`src/sv/btiu_pkg.sv`:
```
// Shared types and constants for the busy-time interval union block.
package btiu_pkg;

    localparam int TIME_W        = 64;
    localparam int MAX_INTERVALS = 16;
    localparam int Q_DEPTH       = 2;

    typedef logic [TIME_W-1:0] t_time;

    // One classified command as it travels from the front to the back.
    typedef struct packed {
        t_time submit;
        t_time start;
        t_time stop;
        logic  ins_start;
        logic  ins_exec;
        logic  last;
    } t_item;

endpackage

```
`src/sv/btiu_front.sv`:
```
// Front part: accepts beats and classifies which intervals to insert.
module btiu_front (
    input  logic             i_valid,
    output logic             o_ready,
    input  btiu_pkg::t_time  i_submit_time,
    input  btiu_pkg::t_time  i_start_time,
    input  btiu_pkg::t_time  i_end_time,
    input  logic             i_profiled,
    input  logic             i_last_event,
    input  logic             i_full,
    output logic             o_push,
    output btiu_pkg::t_item  o_item
);

    assign o_ready = !i_full;

    // Drop beats that are neither profiled nor close a batch.
    assign o_push = i_valid && !i_full && (i_profiled || i_last_event);

    always_comb begin
        o_item.submit    = i_submit_time;
        o_item.start     = i_start_time;
        o_item.stop      = i_end_time;
        // Inverted intervals cover nothing: skip them here.
        o_item.ins_start = i_profiled && (i_start_time >= i_submit_time);
        o_item.ins_exec  = i_profiled && (i_end_time >= i_start_time);
        o_item.last      = i_last_event;
    end

endmodule

```
`config.mk`:
```
export PLATFORM = sky130hd
export DESIGN_NAME = btiu_front
export DESIGN_NICKNAME = d
export VERILOG_FILES = /design/src/sv/btiu_pkg.sv /design/src/sv/btiu_front.sv
export SDC_FILE = /design/constraint.sdc
export NUM_CORES = 1
export LEC_CHECK = 0
export BUFFER_PORTS_ARGS = -buffer_cell sky130_fd_sc_hd__buf_4
export CAP_MARGIN = 20
export CORE_AREA = 2 2 155 157
export DETAILED_ROUTE_END_ITERATION = 8
export DIE_AREA = 0 0 157 159
export SLEW_MARGIN = 20
export SYNTH_ARGS = -nofsm -noshare
export SYNTH_HDL_FRONTEND = slang
export SYNTH_SLANG_ARGS = --single-unit
export TNS_END_PERCENT = 1
```
`constraint.sdc`:
```
create_clock -name vclk -period 2.9
set_clock_uncertainty 0.15 [all_clocks]
set_input_delay 0.58 -clock vclk [all_inputs]
set_output_delay 0.58 -clock vclk [all_outputs]
set_load 0.01 [all_outputs]
```
==> flow_summary.json <==
{
  "status": "complete, but fails checks",
  "violations": "setup timing",
  "period_share_pct": 108.4,
  "critPathArrivalTime_ns": 2.41,
  "area_growth_pct": 73.37,
  "port_buffers": 393,
  "drt_iter0_markers": 102,
  "synth.net_count": 980,
  "gp_congestion": 0.8241,
  "slew_headroom_pct": 69.92,
  "place_area_um2": 7266,
  "wire_per_inst_um": 14.97,
  "crit_chain": "buf_4 -> ha_1 -> nand4_1 -> nor3_2 -> a22oi_2 -> nand2_2 -> o41ai_4 -> buf_4 -> nand2_4 -> buf_6",
  "grt_max_degree": 5,
  "drive_gt1_share_pct": 61.61,
  "ios": 393,
  "whs_endpoint": "o_item[191]",
  "cp_slowest_stage_delay_ns": 0.38,
  "netlist_instances": 656,
  "place_ws_ns": -0.8167,
  "rsz0062_at_grt": "true",
  "die_w_um": 157,
  "hold_buffers": 0,
  "nFillCells": 2425,
  "path_max_fanout": 2,
  "combPwrFrac_pct": 100.0,
  "grt_pass1_vias": 5209,
  "overflow": 0,
  "slew_violations": 0,
  "vias_per_cell": 4.043,
  "row_count": 56,
  "synth.avg_cell_area_um2": 7.149,
  "min_path_cells": 2,
  "nFlopsAndLatches": 0,
  "die_area_um2": 24960,
  "critical_path_class": "input port to primary output",
  "switchingPower_uw": 561.4,
  "intPower_uw": 678.5,
  "regArea_um2": 0,
  "finalPower_uw": 1240,
  "critical-path-top-delay-family": "compound AO/OA/AOI/OAI gates",
  "drt_pass1_iterations": 4,
  "antenna_cells": 0,
  "peakVddDrop_mv": 0.05904,
  "sw_frac_of_total_pct": 45.28,
  "synth_cell_types": 33,
  "required_ns": 2.17,
  "crit_top_cell": "buf_4",
  "worstSetupStartpoint": "i_end_time[38]",
  "die_h_um": 159,
  "fin_util_pct": 35.06,
  "slowest_stage": "o41ai_4",
  "antenna_found_initial": 0,
  "drv_cap": 0,
  "ys_seq_area_share_pct": 0,
  "ant_nets": 0,
  "hold_path_class": "input port to primary output",
  "period_minus_slack_ns": 3.144,
  "fin_ws_ns": -0.2441,
  "tightest_slew_ns": 0.4465,
  "end_kind": "primary output",
  "stdcell_area_um2": 8130,
  "coreArea_um2": 23190,
  "path_buf_inv": 3,
  "drt_wl_total_mm": 19.08,
  "dp_hpwl_mm": 17.11,
  "tns_ns": -0.4639,
  "yosysWarnings": 0,
  "p_per_area_nw_per_um2": 152.5,
  "hp-start": "i_submit_time[60]",
  "setup_viol": 2,
  "routed-via-count": 5155,
  "p_leak_uw": 0.004541,
  "track_usage_pct": 13.77,
  "seqPwrFrac_pct": 0,
  "drc": 0,
  "grt_pass1_wl_mm": 27.15,
  "fmax_mhz": 318.1,
  "startpoint_type": "input port",
  "clock_power_share_pct": 0,
  "layout.nets": 1282,
  "syn_area_um2": 4689,
  "finalHoldViolCount": 0,
  "clkbuf_count": 0,
  "layout_commonest_cell": "buf_4",
  "mostFrequentLayoutCells": "buf_4, inv_1, ha_1",
  "start_util_pct": 20.22
}
-- worst max path at each step --
| stage | endpoint | slack [ns] | depth (start not counted) |
|---|---|---|---|
| 2_1_floorplan | o_item[2] | 0.20 | 8 |
| 3_3_place_gp | o_item[1] | -0.87 | 11 |
| 3_5_place_dp | o_item[1] | -0.82 | 11 |
| 4_1_cts | o_item[1] | -0.26 | 10 |
| 5_1_grt | o_item[1] | -0.34 | 10 |
| 6_report | o_item[1] | -0.24 | 10 |
-- repair_timing --
| item | in CTS | in global routing |
|---|---|---|
| endpoints found under the hold margin | 0 | 0 |
| endpoints found under the setup margin | 2 | 2 |
| pin swaps | 38 | 28 |
| gates resized for setup | 76 | 48 |
| setup buffers | 8 | 2 |
-- Yosys cell counts --
library cell  number  area (um^2)
nor4b_1            1        8.760
a31oi_1            3        18.77
and4_2             1        10.01
nor3_1             7        35.03
nand2_1           33        123.9
and4_1             1        8.760
nor4_4             1        21.27
nor2_1            14        52.55
nand4_2            2        25.02
a211oi_1           4        30.03
o21ai_0           19        95.09
a22oi_1            2        15.01
o211a_1            1        10.01
o22ai_1            1        6.260
nand4_1           19        118.9
buf_4            193         1449
o41ai_1            1        8.760
a221o_1            1        10.01
o21a_1             1        7.510
ha_1             128         1602
o31ai_1            2        15.01
nand3_1           12        60.06
nand4b_1           1        8.760
a21oi_1           50        250.2
nor2b_1            1        6.260
a21o_2             1        8.760
inv_1            134        503.0
a2111oi_0          1        8.760
a221oi_1           2        17.52
nand2b_1           2        12.51
o21bai_1           1        7.510
a221oi_2           2        30.03
a21o_1            14        105.1
-- per-stage QoR --
stage / cells / hold slack, ns
after CTS: 1273 / 1.198
after global routing: 1275 / 1.201
final: 1275 / 1.197
after global placement: 1265 / 1.198
after detailed placement: 1265 / 1.198
after floorplan: 656 / 1.061
-- power by group through the flow --
stage / clock network (uW) / logic [uW] / registers [uW]
final: 0 / 1240 / 0
after CTS: 0 / 1190 / 0
after floorplan: 0 / 584 / 0
after global placement: 0 / 1080 / 0
after detailed placement: 0 / 1090 / 0
after global routing: 0 / 1370 / 0
-- routing by layer --
| layer | wire, um | global-route usage, % | up-vias |
|---|---|---|---|
| met4 | 85 | 0.6255 | 0 |
| met5 | 0 | 0 | - |
| met1 | 7213 | 14.93 | 2320 |
| met2 | 10470 | 28.83 | 230 |
| li1 | - | - | 2599 |
| met3 | 1319 | 1.769 | 6 |
-- cell type report --
type                       count  area [um^2]  share of cell area (%)
inverter                     134        508.0                   6.248
multi-input combinational    329         3485                   42.86
tap                          319        399.1                   4.909
timing repair buffer         493         3739                   45.98
-- logic make-up after synthesis --
logic type	Yosys count	share of synthesized area [%]
AND/OR/NAND/NOR	95	10.49
buffers and inverters	327	41.62
adder cells (fa/ha/maj)	128	34.15
AO/OA/AOI/OAI	106	13.74
Note: power is estimated with default switching activity, not from simulation.
