==> config.mk <==
export PLATFORM = sky130hd
export DESIGN_NAME = btiu_queue
export DESIGN_NICKNAME = d
export VERILOG_FILES = /design/src/sv/btiu_pkg.sv /design/src/sv/btiu_queue.sv
export SDC_FILE = /design/constraint.sdc
export NUM_CORES = 1
export LEC_CHECK = 0
export ABC_AREA = 1
export BUFFER_PORTS_ARGS = -buffer_cell sky130_fd_sc_hd__buf_2
export CORE_MARGIN = 2
export CORE_UTILIZATION = 57
export DETAILED_ROUTE_END_ITERATION = 7
export PLACE_DENSITY = 0.87
export SLEW_MARGIN = 10
export SYNTH_ARGS = -nofsm -noshare
export SYNTH_HDL_FRONTEND = slang
export SYNTH_SLANG_ARGS = --single-unit
==> constraint.sdc <==
create_clock -name i_clk -period 16.9 [get_ports i_clk]
set_input_delay 3.38 -clock i_clk [delete_from_list [all_inputs] [get_ports i_clk]]
set_output_delay 3.38 -clock i_clk [all_outputs]
set_load 0.01 [all_outputs]
==> src/sv/btiu_pkg.sv <==
// Shared types and constants for the busy-time interval union block.
package btiu_pkg;

    localparam int TIME_W        = 64;
    localparam int MAX_INTERVALS = 16;
    localparam int Q_DEPTH       = 2;

    typedef logic [TIME_W-1:0] t_time;

    // One classified command as it travels from the front to the back.
    typedef struct packed {
        t_time submit;
        t_time start;
        t_time stop;
        logic  ins_start;
        logic  ins_exec;
        logic  last;
    } t_item;

endpackage

==> src/sv/btiu_queue.sv <==
// Short queue of classified commands between the front and the back.
module btiu_queue (
    input  logic             i_clk,
    input  logic             i_rst_n,
    input  logic             i_push,
    input  btiu_pkg::t_item  i_item,
    output logic             o_full,
    input  logic             i_pop,
    output logic             o_empty,
    output btiu_pkg::t_item  o_item
);

    localparam int QAW = (btiu_pkg::Q_DEPTH > 1) ? $clog2(btiu_pkg::Q_DEPTH) : 1;
    localparam int QCW = $clog2(btiu_pkg::Q_DEPTH + 1);
    localparam logic [QAW-1:0] LAST_PTR = QAW'(btiu_pkg::Q_DEPTH - 1);
    localparam logic [QCW-1:0] FULL_CNT = QCW'(btiu_pkg::Q_DEPTH);

    btiu_pkg::t_item r_slot [btiu_pkg::Q_DEPTH];
    logic [QAW-1:0]  r_wr_ptr;
    logic [QAW-1:0]  r_rd_ptr;
    logic [QCW-1:0]  r_cnt;
    logic [QAW-1:0]  n_wr_ptr;
    logic [QAW-1:0]  n_rd_ptr;
    logic [QCW-1:0]  n_cnt;

    assign o_full  = (r_cnt == FULL_CNT);
    assign o_empty = (r_cnt == '0);
    assign o_item  = r_slot[r_rd_ptr];

    always_comb begin
        n_wr_ptr = r_wr_ptr;
        n_rd_ptr = r_rd_ptr;
        n_cnt    = r_cnt;
        if (i_push) begin
            n_wr_ptr = (r_wr_ptr == LAST_PTR) ? '0 : r_wr_ptr + QAW'(1);
        end
        if (i_pop) begin
            n_rd_ptr = (r_rd_ptr == LAST_PTR) ? '0 : r_rd_ptr + QAW'(1);
        end
        if (i_push && !i_pop) begin
            n_cnt = r_cnt + QCW'(1);
        end else if (!i_push && i_pop) begin
            n_cnt = r_cnt - QCW'(1);
        end
    end

    always_ff @(posedge i_clk) begin
        if (!i_rst_n) begin
            r_wr_ptr <= '0;
            r_rd_ptr <= '0;
            r_cnt    <= '0;
        end else begin
            r_wr_ptr <= n_wr_ptr;
            r_rd_ptr <= n_rd_ptr;
            r_cnt    <= n_cnt;
        end
    end

    always_ff @(posedge i_clk) begin
        if (i_push) begin
            r_slot[r_wr_ptr] <= i_item;
        end
    end

    a_no_push_full: assert property (@(posedge i_clk) disable iff (!i_rst_n)
        i_push |-> !o_full)
        else $error("queue pushed while full");

    a_no_pop_empty: assert property (@(posedge i_clk) disable iff (!i_rst_n)
        i_pop |-> !o_empty)
        else $error("queue popped while empty");

endmodule

==> results.toml <==
[sta]
setup-violations-final = 0
rsz0062_at_grt = "no"
worstMarginPinSlew_ns = 1.03
fmax_mhz = 147
fin_skew_ns = 0.00886
finalCritPeriodShare_pct = 40.2
final.min_clock_period_ns = 6.79
hold_viol = 0
slew_headroom_pct = 31.6
tns_ns = 0
setup_slack_ns = 10.11
maxSlewViolCount = 0

[clock_network]
cts_tree = "done"
htree_num_levels = 2
numCtsBuffers = 40
clock_path_buffers = 3
cts_resized = 0
clkSinkCount = 395
cts-root-buf = "clkbuf_16"
clk_pin_slew_ns = 0.06
cts_hold_repair.buffers = 0
post-cts-setup-buffers = 0
insertion_delay_ns = 0.51

[detailed_routing]
viasPerCell = 5.24
routed_wl_mm = 30.4
dr.pass1.iters = 5
drt_iter0_markers = 597
vias = 7487
wl_per_cell_um = 21.3
detail-route-antenna-nets = 0
drc_errors = 0

[layout]
final_cell_mix = "buf_2, edfxtp_1, mux2_4"
design_area_mm2 = 0.0184
final_common_cell = "buf_2"
drive_gt1_share_pct = 60.1
nets = 1264
area_growth_syn_to_layout_pct = 23.6

[die]
initial_core_util_pct = 57.6
ios = 396
die_area_mm2 = 0.0275
die_y_um = 166
dieWidth_um = 166
rows = 59
core_mm2 = 0.0259

[global_routing]
grtUsageMet1_pct = 24.5
busiest_layer = "met2"
grt_pass1_vias = 7679
grt-ovfl-total = 0
grt_use_met3_pct = 6.82
grt_max_degree = 126
grtUsageTotal_pct = 21.4
gr-usage-met2_pct = 38.0
grt_pass1_wl_mm = 44.9
antenna_found_initial = 8

[yosys]
seq_area_frac_synth_pct = 79.2
synth_nets = 842
netlist_area_mm2 = 0.0149
netlist_instances = 642
synth_seq_cells = 395
avgSynthCellArea_um2 = 23.2
ys.warnings.count = 0
synth_cell_types = 14

[worst_setup_path]
critPathCaptureType = "output port"
arrival_ns = 3.41
worst-path-stages = 4
worst-r2r-setup-slack_ns = 14.29
path_cells = "buf_4 -> buf_4 -> mux2_4 -> buf_2"
crit_required_ns = 13.52
timing.rr.end = "r_slot[0][44]"
crit_path_end = "o_item[49]"
crit_top_cell = "buf_4"
critical_path.max_stage_delay_ns = 0.88
cp_slowest_cell = "buf_4"
critPathKind = "reg -> out"
r2r_cells = 3
cp_num_buf_inv = 3
crit_fanout = 59
start_kind = "flip-flop"
cp_top_family = "buffers and inverters"
r2r_start = "r_wr_ptr"

[flow_run]
cap_violations = 0

[power]
switchingPower_mw = 0.463
p_clk_share_pct = 38.4
p_leak_nw = 7.31
switching_share_pct = 20.8
seq_power_share_pct = 51.9
power.density_mw_per_mm2 = 121
combPwrFrac_pct = 9.7
power.internal_mw = 1.76
ir_drop_mv = 0.0928

[place]
post-dp-hpwl_mm = 20.1
portBuffers = 395
place.gp.congestion = 0.819
place_area_mm2 = 0.0172
dpl_worst_slack_ns = 10.61

[worst_hold_path]
holdCritPathClass = "reg -> reg"

[outcome]
outcome = "complete, no violations"
-- flip-flops by register name (all words and copies together) (netlist names), named ones only --
| name | count |
|---|---|
| r_wr_ptr | 1 |
| r_cnt | 2 |
| r_rd_ptr | 1 |
| r_slot | 390 |
-- through the flow --
step                utilization, %  power [mW]  std cells  hold slack, ns
floorplan                        -        1.31        642           0.463
global placement              66.2        1.38       1357           0.475
detailed placement            66.2        1.39       1357           0.524
CTS                           71.2        2.25       1424           0.536
global route                  71.2        2.30       1428           0.585
finish                        71.2        2.23       1428           0.535
-- power by group through the flow --
| stage | Combinational (mW) | Clock, mW | Sequential (mW) |
|---|---|---|---|
| 3_5_place_dp | 0.216 | 0 | 1.17 |
| 3_3_place_gp | 0.210 | 0 | 1.17 |
| 4_1_cts | 0.219 | 0.873 | 1.15 |
| 2_1_floorplan | 0.134 | 0 | 1.18 |
| 5_1_grt | 0.230 | 0.910 | 1.16 |
| 6_report | 0.216 | 0.855 | 1.15 |
-- cell families (layout without fill, tap and decap cells) --
logic type,after synthesis,count (layout),synth area share (%)
adder cells (fa/ha/maj),1,1,0.0838
flip-flops,395,395,79.2
AND/OR/NAND/NOR,19,19,0.503
buffers and inverters,30,477,1.69
AO/OA/AOI/OAI,2,2,0.0670
other,0,4,0
multiplexers,195,195,18.5
-- final cells by class --
| cell class | instances | area, µm² |
|---|---|---|
| timing repair buffer | 402 | 2030 |
| antenna | 4 | 10.0 |
| multi-input combinational | 217 | 2860 |
| sequential | 395 | 11800 |
| clock inverter | 18 | 215 |
| clock buffer | 49 | 1060 |
| fill | 1574 | 7460 |
| inverter | 8 | 37.5 |
| tap | 335 | 419 |
-- worst min path at each step --
| stage | from | to | slack, ns | cells past startpoint |
|---|---|---|---|---|
| 2_1_floorplan | r_rd_ptr | flip-flop | 0.46 | 2 |
| 6_report | r_rd_ptr | r_rd_ptr | 0.54 | 2 |
| 4_1_cts | r_cnt[0] | r_cnt[0] | 0.54 | 2 |
| 5_1_grt | r_cnt[0] | r_cnt[0] | 0.59 | 2 |
| 3_3_place_gp | r_rd_ptr | flip-flop | 0.47 | 2 |
| 3_5_place_dp | r_cnt[0] | r_cnt[0] | 0.52 | 2 |
-- routing by layer --
| layer | routed length, µm | up-vias |
|---|---|---|
| li1 | - | 3384 |
| met1 | 10900 | 3672 |
| met2 | 15900 | 359 |
| met3 | 2560 | 64 |
| met4 | 905 | 8 |
| met5 | 48 | - |
-- Yosys cell counts --
cell type  number  area [µm²]
nand3_1         1        5.00
inv_1           8        30.0
edfxtp_1      390       11700
nand2_1         8        30.0
ha_1            1        12.5
buf_2           4        20.0
nand4_1         1        6.26
nor2_1          9        33.8
dfxtp_1         5         100
o21ai_0         1        5.00
mux2_2         45         507
mux2_4        150        2250
a21oi_1         1        5.00
buf_6          18         203
-- worst register-to-register path, cell delays in order (launching register included) --
cell and delay [ns]:
dfxtp_1 0.35, nor2_4 0.44, buf_4 0.54, buf_4 0.84
Power figures use the tool's default switching activity.
